$ cat config.mk
export PLATFORM = sky130hd
export DESIGN_NAME = two_column_interp_table
export DESIGN_NICKNAME = d
export VERILOG_FILES = /design/src/rtl/tcit_pkg.sv /design/src/rtl/tcit_store.sv /design/src/rtl/tcit_lane.sv /design/src/rtl/two_column_interp_table.sv
export VERILOG_INCLUDE_DIRS = /design/src /design/src/rtl
export SDC_FILE = /design/constraint.sdc
export NUM_CORES = 2
export LEC_CHECK = 0
export BUFFER_PORTS_ARGS = -buffer_cell sky130_fd_sc_hd__buf_2
export CAP_MARGIN = 20
export CORE_UTILIZATION = 30
export CTS_CLUSTER_DIAMETER = 150
export DETAILED_ROUTE_END_ITERATION = 8
export SETUP_SLACK_MARGIN = 0.2
export SYNTH_ARGS = -nofsm -noshare
export SYNTH_HDL_FRONTEND = slang
export SYNTH_HIERARCHICAL = 1
export SYNTH_SLANG_ARGS = --single-unit
$ cat constraint.sdc
create_clock -name clk -period 7.4 [get_ports clk]
set_clock_uncertainty 0.15 [all_clocks]
set_input_delay 0 -clock clk [delete_from_list [all_inputs] [get_ports clk]]
set_output_delay 0 -clock clk [all_outputs]
set_load 0.03 [all_outputs]
$ cat src/rtl/two_column_interp_table_assert.svh
// Assertion macros shared by the interpolation table RTL.
`ifndef TWO_COLUMN_INTERP_TABLE_ASSERT_SVH
`define TWO_COLUMN_INTERP_TABLE_ASSERT_SVH

// Same-cycle implication, disabled while reset is asserted.
`define TCIT_ASSERT_IMPLY(label, clk, rst_n, ante, cons, msg) \
	label: assert property (@(posedge clk) disable iff (!rst_n) (ante) |-> (cons)) \
		else $error(msg);

// Next-cycle implication, disabled while reset is asserted.
`define TCIT_ASSERT_NEXT(label, clk, rst_n, ante, cons, msg) \
	label: assert property (@(posedge clk) disable iff (!rst_n) (ante) |=> (cons)) \
		else $error(msg);

`endif

$ cat src/rtl/tcit_pkg.sv
// Shared constants, codes and types of the interpolation table.
`default_nettype none

package tcit_pkg;

	// Field widths
	localparam int unsigned DATA_W   = 16;
	localparam int unsigned IDX_W    = 4;
	localparam int unsigned CFG_W    = 5;
	localparam int unsigned REGION_W = 2;

	// Table depth default and register reset value
	localparam int unsigned      DEF_ENTRIES   = 16;
	localparam logic [CFG_W-1:0] ENTRIES_RESET = 5'd16;

	// Serial arithmetic: two multiplier bits per step, one quotient bit per step
	localparam int unsigned MUL_DIGIT = 2;
	localparam int unsigned MUL_STEPS = DATA_W / MUL_DIGIT;
	localparam int unsigned DIV_STEPS = DATA_W;
	localparam int unsigned STEP_W    = $clog2(DIV_STEPS);
	localparam int unsigned ACC_W     = 2 * DATA_W + 1;

	// Transaction kinds
	localparam logic ACT_WRITE  = 1'b0;
	localparam logic ACT_LOOKUP = 1'b1;

	// Result regions
	localparam logic [REGION_W-1:0] REGION_BELOW  = 2'd0;
	localparam logic [REGION_W-1:0] REGION_INTERP = 2'd1;
	localparam logic [REGION_W-1:0] REGION_ABOVE  = 2'd2;

	// One breakpoint row
	typedef struct packed {
		logic [DATA_W-1:0] axis;
		logic [DATA_W-1:0] first;
		logic [DATA_W-1:0] second;
	} row_t;

	// Operands handed to an interpolation lane
	typedef struct packed {
		logic [DATA_W-1:0] ya;
		logic [DATA_W-1:0] yb;
		logic [DATA_W-1:0] d_hi;
		logic [DATA_W-1:0] d_lo;
		logic [DATA_W-1:0] span;
	} lane_op_t;

endpackage

`default_nettype wire

$ cat src/rtl/tcit_store.sv
// Breakpoint memory: one write port, two registered read ports.
`default_nettype none

module tcit_store import tcit_pkg::*; #(
	parameter int unsigned ENTRIES = DEF_ENTRIES
) (
	input  wire logic                       clk,
	input  wire logic                       wr_en,
	input  wire logic [$clog2(ENTRIES)-1:0] wr_addr,
	input  wire row_t                       wr_row,
	input  wire logic [$clog2(ENTRIES)-1:0] rd_addr_a,
	input  wire logic [$clog2(ENTRIES)-1:0] rd_addr_b,
	output row_t                            rd_row_a,
	output row_t                            rd_row_b
);

	row_t mem_q [ENTRIES];

	// Write port
	always_ff @(posedge clk) begin
		if (wr_en) begin
			mem_q[wr_addr] <= wr_row;
		end
	end

	// Registered read ports
	always_ff @(posedge clk) begin
		rd_row_a <= mem_q[rd_addr_a];
		rd_row_b <= mem_q[rd_addr_b];
	end

endmodule

`default_nettype wire

$ cat src/rtl/tcit_lane.sv
// One interpolation lane: serial shift-add multiply then restoring divide.
`default_nettype none

module tcit_lane import tcit_pkg::*; (
	input  wire logic              clk,
	input  wire logic              arst_n,
	input  wire logic              start,
	input  wire lane_op_t          op,
	output logic                   done,
	output logic [DATA_W-1:0]      result
);

	`include "two_column_interp_table_assert.svh"

	localparam logic [1:0] PH_IDLE = 2'd0;
	localparam logic [1:0] PH_MUL  = 2'd1;
	localparam logic [1:0] PH_DIV  = 2'd2;

	localparam logic [STEP_W-1:0] MUL_LAST = STEP_W'(MUL_STEPS - 1);
	localparam logic [STEP_W-1:0] DIV_LAST = STEP_W'(DIV_STEPS - 1);

	logic [1:0]        phase_q;
	logic [STEP_W-1:0] cnt_q;
	logic              done_q;
	logic [DATA_W-1:0] ya_q;
	logic [DATA_W-1:0] yb_q;
	logic [DATA_W-1:0] dh_q;
	logic [DATA_W-1:0] dl_q;
	logic [DATA_W-1:0] span_q;
	logic [ACC_W-1:0]  acc_q;

	logic [ACC_W-1:0]    acc_mul;
	logic [DATA_W+1:0]   trial;
	logic                trial_ge;
	logic [DATA_W+1:0]   trial_diff;
	logic [DATA_W:0]     rem_next;
	logic [ACC_W-1:0]    acc_div;

	// y times one two-bit multiplier digit
	function automatic logic [DATA_W+1:0] digit_mul(input logic [DATA_W-1:0] y,
			input logic [MUL_DIGIT-1:0] d);
		logic [DATA_W+1:0] y_ext;
		y_ext = (DATA_W+2)'(y);
		case (d)
			2'd0:    digit_mul = '0;
			2'd1:    digit_mul = y_ext;
			2'd2:    digit_mul = y_ext << 1;
			2'd3:    digit_mul = y_ext + (y_ext << 1);
			default: digit_mul = '0;
		endcase
	endfunction

	// Multiply step: both products summed, most significant digit first
	assign acc_mul = {acc_q[ACC_W-MUL_DIGIT-1:0], {MUL_DIGIT{1'b0}}}
		+ ACC_W'(digit_mul(ya_q, dh_q[DATA_W-1 -: MUL_DIGIT]))
		+ ACC_W'(digit_mul(yb_q, dl_q[DATA_W-1 -: MUL_DIGIT]));

	// Divide step: remainder in the top bits, quotient shifts in at the bottom
	assign trial      = {acc_q[ACC_W-1:DATA_W], acc_q[DATA_W-1]};
	assign trial_ge   = trial >= {2'b00, span_q};
	assign trial_diff = trial - {2'b00, span_q};
	assign rem_next   = trial_ge ? trial_diff[DATA_W:0] : trial[DATA_W:0];
	assign acc_div    = {rem_next, acc_q[DATA_W-2:0], trial_ge};

	// Sequencer
	always_ff @(posedge clk or negedge arst_n) begin
		if (!arst_n) begin
			phase_q <= PH_IDLE;
			cnt_q   <= '0;
			done_q  <= 1'b0;
		end else begin
			// one-cycle pulse after the last divide step
			done_q <= (phase_q == PH_DIV) && (cnt_q == DIV_LAST);
			case (phase_q)
				PH_IDLE: begin
					if (start) begin
						phase_q <= PH_MUL;
						cnt_q   <= '0;
					end
				end
				PH_MUL: begin
					if (cnt_q == MUL_LAST) begin
						phase_q <= PH_DIV;
						cnt_q   <= '0;
					end else begin
						cnt_q <= cnt_q + 1'b1;
					end
				end
				PH_DIV: begin
					if (cnt_q == DIV_LAST) begin
						phase_q <= PH_IDLE;
					end else begin
						cnt_q <= cnt_q + 1'b1;
					end
				end
				default: phase_q <= PH_IDLE;
			endcase
		end
	end

	// Datapath shift registers
	always_ff @(posedge clk) begin
		if (phase_q == PH_IDLE && start) begin
			ya_q   <= op.ya;
			yb_q   <= op.yb;
			dh_q   <= op.d_hi;
			dl_q   <= op.d_lo;
			span_q <= op.span;
			acc_q  <= '0;
		end else if (phase_q == PH_MUL) begin
			acc_q <= acc_mul;
			dh_q  <= dh_q << MUL_DIGIT;
			dl_q  <= dl_q << MUL_DIGIT;
		end else if (phase_q == PH_DIV) begin
			acc_q <= acc_div;
		end
	end

	assign done   = done_q;
	assign result = acc_q[DATA_W-1:0];

	`TCIT_ASSERT_IMPLY(a_span_nonzero, clk, arst_n, start, op.span != '0, "zero-width segment started")
	`TCIT_ASSERT_NEXT(a_rem_below_span, clk, arst_n, (phase_q == PH_MUL) && (cnt_q == MUL_LAST), acc_q[ACC_W-1:DATA_W] < {1'b0, span_q}, "quotient would overflow")
	`TCIT_ASSERT_NEXT(a_done_pulse, clk, arst_n, done_q, !done_q, "done held for more than one cycle")

endmodule

`default_nettype wire

$ cat src/rtl/two_column_interp_table.sv
// Lookup of a two-column breakpoint table with linear interpolation.
// Write transactions: taken one per cycle while no lookup is in progress, no result.
// Lookup: scans entries 0..N-1 through one memory read port (N = entries in use),
// then interpolates both columns in two serial lanes (8 multiply + 16 divide steps).
// Clamped lookups bypass the lanes; one lookup at a time.
// Reset clears control and sets entries_in_use to 16; table contents are undefined until written.
`default_nettype none

module two_column_interp_table import tcit_pkg::*; #(
	parameter int unsigned ENTRIES = DEF_ENTRIES
) (
	input  wire logic                clk,
	input  wire logic                arst_n,
	input  wire logic                cfg_write,
	input  wire logic [CFG_W-1:0]    cfg_data,
	input  wire logic                item_valid,
	output logic                     item_stall,
	input  wire logic                action,
	input  wire logic [IDX_W-1:0]    entry_index,
	input  wire logic [DATA_W-1:0]   axis_value,
	input  wire logic [DATA_W-1:0]   first_value,
	input  wire logic [DATA_W-1:0]   second_value,
	input  wire logic [DATA_W-1:0]   query_point,
	output logic                     result_valid,
	input  wire logic                result_stall,
	output logic [DATA_W-1:0]        first_result,
	output logic [DATA_W-1:0]        second_result,
	output logic [REGION_W-1:0]      region
);

	`include "two_column_interp_table_assert.svh"

	localparam int unsigned IW = $clog2(ENTRIES);

	localparam logic [2:0] ST_IDLE  = 3'd0;
	localparam logic [2:0] ST_SCAN  = 3'd1;
	localparam logic [2:0] ST_FETCH = 3'd2;
	localparam logic [2:0] ST_LOAD  = 3'd3;
	localparam logic [2:0] ST_CALC  = 3'd4;
	localparam logic [2:0] ST_OUT   = 3'd5;

	logic [2:0]          state_q;
	logic [CFG_W-1:0]    entries_in_use_q;
	logic                scan_issue_q;
	logic                scan_v_s1;
	logic [IW-1:0]       scan_i_s1;
	logic [IW-1:0]       scan_idx_q;
	logic [IW-1:0]       seg_q;
	logic                below_q;
	logic [REGION_W-1:0] region_q;
	logic [DATA_W-1:0]   query_q;
	logic [DATA_W-1:0]   res1_q;
	logic [DATA_W-1:0]   res2_q;
	logic                result_valid_q;
	logic [DATA_W-1:0]   first_result_q;
	logic [DATA_W-1:0]   second_result_q;
	logic [REGION_W-1:0] region_out_q;

	logic          item_acc;
	logic          wr_en;
	row_t          wr_row;
	logic [IW-1:0] last_idx;
	logic [IW-1:0] rd_addr_a;
	logic [IW-1:0] seg_next;
	row_t          rd_row_a;
	row_t          rd_row_b;
	logic          below_now;
	logic          out_free;
	logic          lane_start;
	lane_op_t      first_op;
	lane_op_t      second_op;
	logic          first_done;
	logic          second_done;
	logic [DATA_W-1:0] first_lane_res;
	logic [DATA_W-1:0] second_lane_res;

	// Handshake
	assign item_stall = (state_q != ST_IDLE);
	assign item_acc   = item_valid && !item_stall;
	assign out_free   = !result_valid_q || !result_stall;

	// Index of the last breakpoint in use, register clamped to 1..ENTRIES
	always_comb begin
		if (entries_in_use_q == '0) begin
			last_idx = '0;
		end else if (32'(entries_in_use_q) > 32'(ENTRIES)) begin
			last_idx = IW'(ENTRIES - 1);
		end else begin
			last_idx = IW'(entries_in_use_q - 5'd1);
		end
	end

	// Table writes; indexes past the table are dropped
	assign wr_en  = item_acc && (action == ACT_WRITE) && (32'(entry_index) < 32'(ENTRIES));
	assign wr_row = '{axis: axis_value, first: first_value, second: second_value};

	// Read port A walks the table during the scan, then picks the segment start (or the end entry when clamped)
	assign seg_next = seg_q + IW'(1);
	always_comb begin
		rd_addr_a = scan_idx_q;
		if (state_q == ST_FETCH) begin
			case (region_q)
				REGION_BELOW: rd_addr_a = '0;
				REGION_ABOVE: rd_addr_a = last_idx;
				default:      rd_addr_a = seg_q;
			endcase
		end
	end

	tcit_store #(
		.ENTRIES (ENTRIES)
	) u_store (
		.clk       (clk),
		.wr_en     (wr_en),
		.wr_addr   (IW'(entry_index)),
		.wr_row    (wr_row),
		.rd_addr_a (rd_addr_a),
		.rd_addr_b (seg_next),
		.rd_row_a  (rd_row_a),
		.rd_row_b  (rd_row_b)
	);

	// Below-first test taken from entry 0 as it arrives
	assign below_now = (scan_i_s1 == '0) ? (query_q < rd_row_a.axis) : below_q;

	// Lane operands
	assign lane_start = (state_q == ST_LOAD) && (region_q == REGION_INTERP);
	always_comb begin
		first_op.ya   = rd_row_a.first;
		first_op.yb   = rd_row_b.first;
		first_op.d_hi = rd_row_b.axis - query_q;
		first_op.d_lo = query_q - rd_row_a.axis;
		first_op.span = rd_row_b.axis - rd_row_a.axis;
		second_op     = first_op;
		second_op.ya  = rd_row_a.second;
		second_op.yb  = rd_row_b.second;
	end

	tcit_lane u_first_lane (
		.clk    (clk),
		.arst_n (arst_n),
		.start  (lane_start),
		.op     (first_op),
		.done   (first_done),
		.result (first_lane_res)
	);

	tcit_lane u_second_lane (
		.clk    (clk),
		.arst_n (arst_n),
		.start  (lane_start),
		.op     (second_op),
		.done   (second_done),
		.result (second_lane_res)
	);

	// Control state and configuration register
	always_ff @(posedge clk or negedge arst_n) begin
		if (!arst_n) begin
			state_q          <= ST_IDLE;
			entries_in_use_q <= ENTRIES_RESET;
			scan_issue_q     <= 1'b0;
			scan_v_s1        <= 1'b0;
			result_valid_q   <= 1'b0;
		end else begin
			if (cfg_write) begin
				entries_in_use_q <= cfg_data;
			end
			// Result flag: set from the output state, cleared once taken
			if (state_q == ST_OUT && out_free) begin
				result_valid_q <= 1'b1;
			end else if (result_valid_q && !result_stall) begin
				result_valid_q <= 1'b0;
			end
			scan_v_s1 <= (state_q == ST_SCAN) && scan_issue_q;
			case (state_q)
				ST_IDLE: begin
					if (item_acc && action == ACT_LOOKUP) begin
						state_q      <= ST_SCAN;
						scan_issue_q <= 1'b1;
					end
				end
				ST_SCAN: begin
					if (scan_issue_q && scan_idx_q == last_idx) begin
						scan_issue_q <= 1'b0;
					end
					if (scan_v_s1 && scan_i_s1 == last_idx) begin
						state_q <= ST_FETCH;
					end
				end
				ST_FETCH: state_q <= ST_LOAD;
				ST_LOAD: begin
					state_q <= (region_q == REGION_INTERP) ? ST_CALC : ST_OUT;
				end
				ST_CALC: begin
					if (first_done) begin
						state_q <= ST_OUT;
					end
				end
				ST_OUT: begin
					if (out_free) begin
						state_q <= ST_IDLE;
					end
				end
				default: state_q <= ST_IDLE;
			endcase
		end
	end

	// Scan bookkeeping and result payload
	always_ff @(posedge clk) begin
		scan_i_s1 <= scan_idx_q;
		if (item_acc) begin
			query_q    <= query_point;
			scan_idx_q <= '0;
			seg_q      <= '0;
		end else if (state_q == ST_SCAN && scan_issue_q && scan_idx_q != last_idx) begin
			scan_idx_q <= scan_idx_q + IW'(1);
		end
		// Each arriving entry: segment start candidate, end-of-table region
		if (state_q == ST_SCAN && scan_v_s1) begin
			below_q <= below_now;
			if (scan_i_s1 != last_idx && rd_row_a.axis <= query_q) begin
				seg_q <= scan_i_s1;
			end
			if (scan_i_s1 == last_idx) begin
				if (below_now) begin
					region_q <= REGION_BELOW;
				end else if (query_q >= rd_row_a.axis) begin
					region_q <= REGION_ABOVE;
				end else begin
					region_q <= REGION_INTERP;
				end
			end
		end
		// Clamped lookups return the stored end values
		if (state_q == ST_LOAD && region_q != REGION_INTERP) begin
			res1_q <= rd_row_a.first;
			res2_q <= rd_row_a.second;
		end
		if (state_q == ST_CALC && first_done) begin
			res1_q <= first_lane_res;
			res2_q <= second_lane_res;
		end
		// Output register
		if (state_q == ST_OUT && out_free) begin
			first_result_q  <= res1_q;
			second_result_q <= res2_q;
			region_out_q    <= region_q;
		end
	end

	assign result_valid  = result_valid_q;
	assign first_result  = first_result_q;
	assign second_result = second_result_q;
	assign region        = region_out_q;

	`TCIT_ASSERT_IMPLY(a_lanes_in_step, clk, arst_n, state_q == ST_CALC, first_done == second_done, "lanes out of step")
	`TCIT_ASSERT_IMPLY(a_seg_before_last, clk, arst_n, lane_start, seg_q < last_idx, "segment start past last entry")
	`TCIT_ASSERT_IMPLY(a_result_from_out, clk, arst_n, $rose(result_valid_q), $past(state_q) == ST_OUT, "result raised outside output state")

endmodule

`default_nettype wire
# ---- Word level (Yosys, flattened, before mapping)
# Memories as Yosys holds them, arrays and structs flattened. A register that Yosys moved wholly into a read port is not among the register bits.
# Index checks and enable logic that the tools add are counted.
dict set report word_totals {
  input_bits 79
  n_memories 1
  reg_bits 347
  mem_bits_ro 0
  mem_bits_rw 768
  latch_bits 0
}
dict set report op_classes {
  n_reduce_logical 48
  shift 0
  n_div 0
  bitwise_logic 1
  n_mul 0
  muxes 58
  eq_ne 45
  n_addsub 18
  order_cmp 6
}
# memory depth width rd rd_clocked_by_memory_dff write_ports line
set memory_table {}
lappend memory_table {u_store.mem_q 16 48 2 2 1 tcit_store.sv:17} ;# row_t mem_q [ENTRIES];
# operator count
set ops {}
lappend ops {{one-hot mux 18 bit (4 select lines)} 4}
lappend ops {{two-way mux 16 bit} 12}
lappend ops {{adder 33 x 18 -> 33 bit} 4}
lappend ops {{two-way mux 33 bit} 4}
lappend ops {{adder 16 x 17 -> 18 bit} 4}
lappend ops {{subtractor 16 bit} 3}
lappend ops {{two-way mux 4 bit} 11}
lappend ops {{greater-or-equal comparator 18 x 16 -> 1 bit} 2}
lappend ops {{two-way mux 17 bit} 2}
lappend ops {{subtractor 17 x 16 -> 17 bit} 2}
lappend ops {{one-hot mux 4 bit (3 select lines)} 2}
lappend ops {{== test 2 bit (second input constant)} 11}
lappend ops {{one-hot mux 3 bit (6 select lines)} 1}
lappend ops {{logical AND 1 bit} 17}
lappend ops {{adder 4 x 1 -> 4 bit (second input constant)} 4}
lappend ops {{greater-or-equal comparator 16 bit} 1}
lappend ops {{<= comparator 16 bit} 1}
lappend ops {{less-than comparator 16 bit} 1}
lappend ops {{AND reduction 3 bit} 5}
lappend ops {{== test 2 x 1 -> 1 bit (second input constant)} 7}
lappend ops {{logical NOT 2 bit} 7}
lappend ops {{!= test 2 x 1 -> 1 bit (second input constant)} 7}
lappend ops {{!= test 2 bit (second input constant)} 7}
lappend ops {{nonzero test 2 bit} 7}
lappend ops {{other kinds (24)} 50}

# ---- Depth between registers and ports, before layout
dict set report depth {
  ltp_word 7
  mapped_depth 21
}

# ---- Hierarchy
# The synthesis kept the hierarchy.
# module area_per_inst_um2 cells_each n_inst seq_area_each_um2
set modules_own_cells {}
lappend modules_own_cells {tcit_store 36192.2 1693 1 24984.0}
lappend modules_own_cells {{tcit_lane (u_second_lane)} 9387.8 1011 1 3238.1}
lappend modules_own_cells {{tcit_lane (u_first_lane)} 9227.6 1000 1 3238.1}
lappend modules_own_cells {two_column_interp_table 6498.7 588 1 3069.2}

# ---- Worst setup path before layout
# OpenSTA, ideal clock, no wires.
dict set report synth_timing {
  path_kind {register to register}
  from {reg state_q[1]}
  to {mem u_store/mem_q[0][0] (netlist bit) (enable)}
  n_path_buf 0
  path_stages_with_launch 6
  arrival_time_ps 4781
  synth_period_minus_slack_ps 5444
  required_time_ps 6737
  slack_ps 1956
  cell_sequence {dfrtp_1 nor3_1 nand2_1 nor2_1 or3b_2 nor3_1}
}
dict set report synth_via {
  elab_chain_len 6
}
# element line
set synth_lines {}
lappend synth_lines {{start, declared} two_column_interp_table.sv:42} ;# logic [2:0] state_q;
lappend synth_lines {{start signal, assigned} two_column_interp_table.sv:193} ;# state_q <= (region_q == REGION_INTERP) ? ST_CALC : ST_OUT;
lappend synth_lines {{nonzero test 3 bit} two_column_interp_table.sv:78} ;# assign item_stall = (state_q != ST_IDLE);
lappend synth_lines {{logical NOT 1 bit} two_column_interp_table.sv:79} ;# assign item_acc = item_valid && !item_stall;
lappend synth_lines {{logical AND 1 bit} two_column_interp_table.sv:79}
lappend synth_lines {{logical AND 1 bit} two_column_interp_table.sv:94} ;# assign wr_en = item_acc && (action == ACT_WRITE) && (32'(entry_index) < 32'(ENTRIES));
lappend synth_lines {{via wr_en} two_column_interp_table.sv:60} ;# logic wr_en;
lappend synth_lines {{two-way mux 1 bit} tcit_store.sv:21} ;# if (wr_en) begin
lappend synth_lines {{two-way mux 1 bit (not written as such)} tcit_store.sv:22} ;# mem_q[wr_addr] <= wr_row;
lappend synth_lines {{end, declared} tcit_store.sv:17}
# The timed path passes the listed nets, and every way through them passes these cells.

# ---- Final worst setup path
dict set report layout_timing {
  from {reg u_first_lane.ya_q[1]}
  to {reg u_first_lane.acc_q[23]}
}
dict set report layout_via {
  elab_chain_len 5
}
# element line
set layout_lines {}
lappend layout_lines {{start, declared} tcit_lane.sv:25} ;# logic [DATA_W-1:0] ya_q;
lappend layout_lines {{start signal, assigned} tcit_lane.sv:104} ;# ya_q <= op.ya;
lappend layout_lines {{adder 16 x 17 -> 18 bit} tcit_lane.sv:48} ;# 2'd3: digit_mul = y_ext + (y_ext << 1);
lappend layout_lines {{one-hot mux 18 bit (4 select lines) (*)} tcit_lane.sv:44} ;# case (d)
lappend layout_lines {{adder 33 x 18 -> 33 bit (*)} tcit_lane.sv:55} ;# + ACC_W'(digit_mul(ya_q, dh_q[DATA_W-1 -: MUL_DIGIT]))
lappend layout_lines {{adder 33 x 18 -> 33 bit (*)} tcit_lane.sv:56} ;# + ACC_W'(digit_mul(yb_q, dl_q[DATA_W-1 -: MUL_DIGIT]));
lappend layout_lines {{two-way mux 33 bit (*)} tcit_lane.sv:110} ;# end else if (phase_q == PH_MUL) begin
lappend layout_lines {{end signal, assigned} tcit_lane.sv:111} ;# acc_q <= acc_mul;
lappend layout_lines {{end signal, assigned} tcit_lane.sv:115} ;# acc_q <= acc_div;
lappend layout_lines {{end, declared} tcit_lane.sv:30} ;# logic [ACC_W-1:0] acc_q;
# Mark *: on every way between the ends. The rest lies on a longest branch, timed or not.
# A chain may end at the register's enable or synchronous reset.

==> metrics.csv <==
metric;value;unit
outcome;finished, final reports clean;
fin_setup_tns;0;ns
detail-route-antenna-nets;0;
finish.instance_area;69700;sq um
syn_avg_cell_area;14.3;sq um
floorplan.rows;165;
routedWlPerCell;22.8;um
cts_buffers;112;
required;7.83;ns
p_leak;24.1;nW
cts_tree;yes;
die_x;454;um
worstSkewPairLatency;0.71;ns
die-height;454;um
setup_viol;0;
clockBufferDepth;3;
antenna_found_initial;26;
startpoint_type;flip-flop;
p_seq_frac;0.348;
synthToLayoutAreaGrowth;13.8;%
viasPerCell;5.28;
dpl-instance-area;64800;sq um
hpwl;106000;um
hold_class;input port to flip-flop;
grt_pass1_wl;245000;um
die_area;206000;sq um
cp_slowest_stage_delay;0.48;ns
final_common_cell;edfxtp_1;
grt_max_degree;100;
nFillCells;19200;
p_int;16.2;mW
synth_cells;4291;
final_cell_mix;edfxtp_1 (1013), nand2_1 (409), mux4_2 (384);
worstPathArrival;5.82;ns
core_area;203000;sq um
start_util;0.303;
cts_sinks;1211;
cts.clk_slew.worst_paths;0.07;ns
clock_power_share;0.230;
gr-usage-met2;0.281;
ctsHtreeMaxLevel;3;
dp_slack;2.11;ns
grt_setup_unrepaired;false;
worstSetupEndpointType;flip-flop;
setup_ws;2.01;ns
max_freq;0.186;GHz
grt_use_total;0.158;
cts_setup_buffers;0;
drtPass1Iterations;5;
netlist_area;61300;sq um
drive_gt1_frac;0.195;
grt-busiest-layer;met2;
vdd_drop_max;0.405;mV
hold_ws;0.0481;ns
cpMaxStageDelayCell;a21oi_1;
synthesis.nets;4610;
portBuffers;114;
root_buffer;clkbuf_16;
grt_use_met3;0.0193;
fin_nets;4776;
p_comb_frac;0.422;
grt_pass1_vias;38700;
p_sw;9.63;mW
maxSlewViolCount;0;
path_cells;ha_1, a211oi_1, o211ai_1, a211o_1, o311ai_1, o21ai_1, a211oi_1, o21ai_0, a21boi_1, fa_1, ha_1, a21oi_1, o21ai_0, nor2_1, a21oi_1, nand4_1, xnor2_1, a222oi_1, nor2_1;
p_per_area;371;nW/um^2
grt_overflow;0;
grt_util_met1;0.194;
post-route-min-period;5.39;ns
drc;0;
tightestPinTransition;1.20;ns
worstPathMaxFanout;7;
fin_crit_sh;0.728;
drt_first_iter_violations;3125;
drt-total-wl;165000;um
via_count;38200;
fin_util;0.344;
hold_violations;0;
switching_share;0.372;
critical_path_class;flip-flop to flip-flop;
place.gp.congestion;0.861;
slew_headroom;0.197;
boundaryPins;115;
yosysWarnings;6;
drv_cap;0;
==> metrics by stage <==
step	total power, mW	std cells
after CTS	26.0	7225
after global placement	19.9	6902
final	25.9	7234
after global routing	27.2	7232
after floorplan	16.9	4291
after detailed placement	20.0	6903
==> timing repair <==
item,CTS,global route
endpoints found under the hold margin,1012,0
gates resized for setup,0,0
hold buffers,111,0
==> worst paths after layout <==
| kind | startpoint | endpoint | slack (ns) | cells past startpoint |
|---|---|---|---|---|
| setup / recovery | u_first_lane/ya_q[1]$_DFFE_PP_ | u_first_lane/acc_q[23]$_SDFFE_PP0P_ | 2.01 | 19 |
| hold / removal | axis_value[9] | u_store/mem_q[0][41]$_DFFE_PP_ | 0.05 | 2 |
| setup reg to reg | u_first_lane/ya_q[1]$_DFFE_PP_ | u_first_lane/acc_q[23]$_SDFFE_PP0P_ | 2.01 | 19 |
| hold reg to reg | u_store/rd_row_b[3]$_DFF_P_ | u_second_lane/yb_q[3]$_DFFE_PP_ | 0.25 | 0 |
| max in group asynchronous | arst_n | u_first_lane/cnt_q[0]$_DFFE_PN0P_ | 6.69 | 4 |
| min in group asynchronous | arst_n | entries_in_use_q[4]$_DFFE_PN1P_ | 0.20 | 3 |
==> power groups by stage <==
| stage | Combinational [mW] | Sequential [mW] | Clock, mW |
|---|---|---|---|
| 2_1_floorplan | 8.07 | 8.80 | 0 |
| 3_3_place_gp | 10.7 | 9.15 | 0 |
| 3_5_place_dp | 10.8 | 9.16 | 0 |
| 4_1_cts | 10.9 | 9.02 | 6.07 |
| 5_1_grt | 11.8 | 9.09 | 6.29 |
| 6_report | 10.9 | 9.01 | 5.95 |
==> final cells by class <==
class,instances,area [sq um],area share
Multi-Input combinational cell,2692,25300,0.362
Timing Repair Buffer,292,2290,0.0329
Sequential cell,1211,34500,0.495
Clock buffer,148,3140,0.0451
Inverter,148,566,0.00811
Tap cell,2672,3340,0.0479
Clock inverter,63,614,0.00881
Antenna cell,8,20.0,0.000287
==> routing by layer <==
metal	share of wire	wire, um
met1	0.40	65900
met2	0.51	84400
met3	0.056	9170
met4	0.034	5560
met5	0.00047	78
==> worst max-delay path, delay by kind of cell (launching register included) <==
family          cells  cell delay [ns]
compound gates     12             2.95
fa+ha+maj           3             1.17
simple gates        3             0.34
xor+xnor            1             0.15
flops               1             0.46
==> flip-flops by register name, summed over array words and instances (netlist names), 5 cells and up <==
register and flops:
u_second_lane/acc_q 33, u_second_lane/dl_q 16, u_store/rd_row_a 48, u_second_lane/ya_q 16, u_store/rd_row_b 48, u_first_lane/dh_q 16, res1_q 16, entries_in_use_q 5
u_first_lane/yb_q 16, u_first_lane/span_q 16, query_q 16, u_second_lane/span_q 16, u_first_lane/acc_q 33, first_result 16, u_second_lane/dh_q 16, res2_q 16
u_first_lane/dl_q 16, second_result 16, u_store/mem_q 768, u_second_lane/yb_q 16, u_first_lane/ya_q 16
No activity file was read; power rests on OpenSTA's default activity.
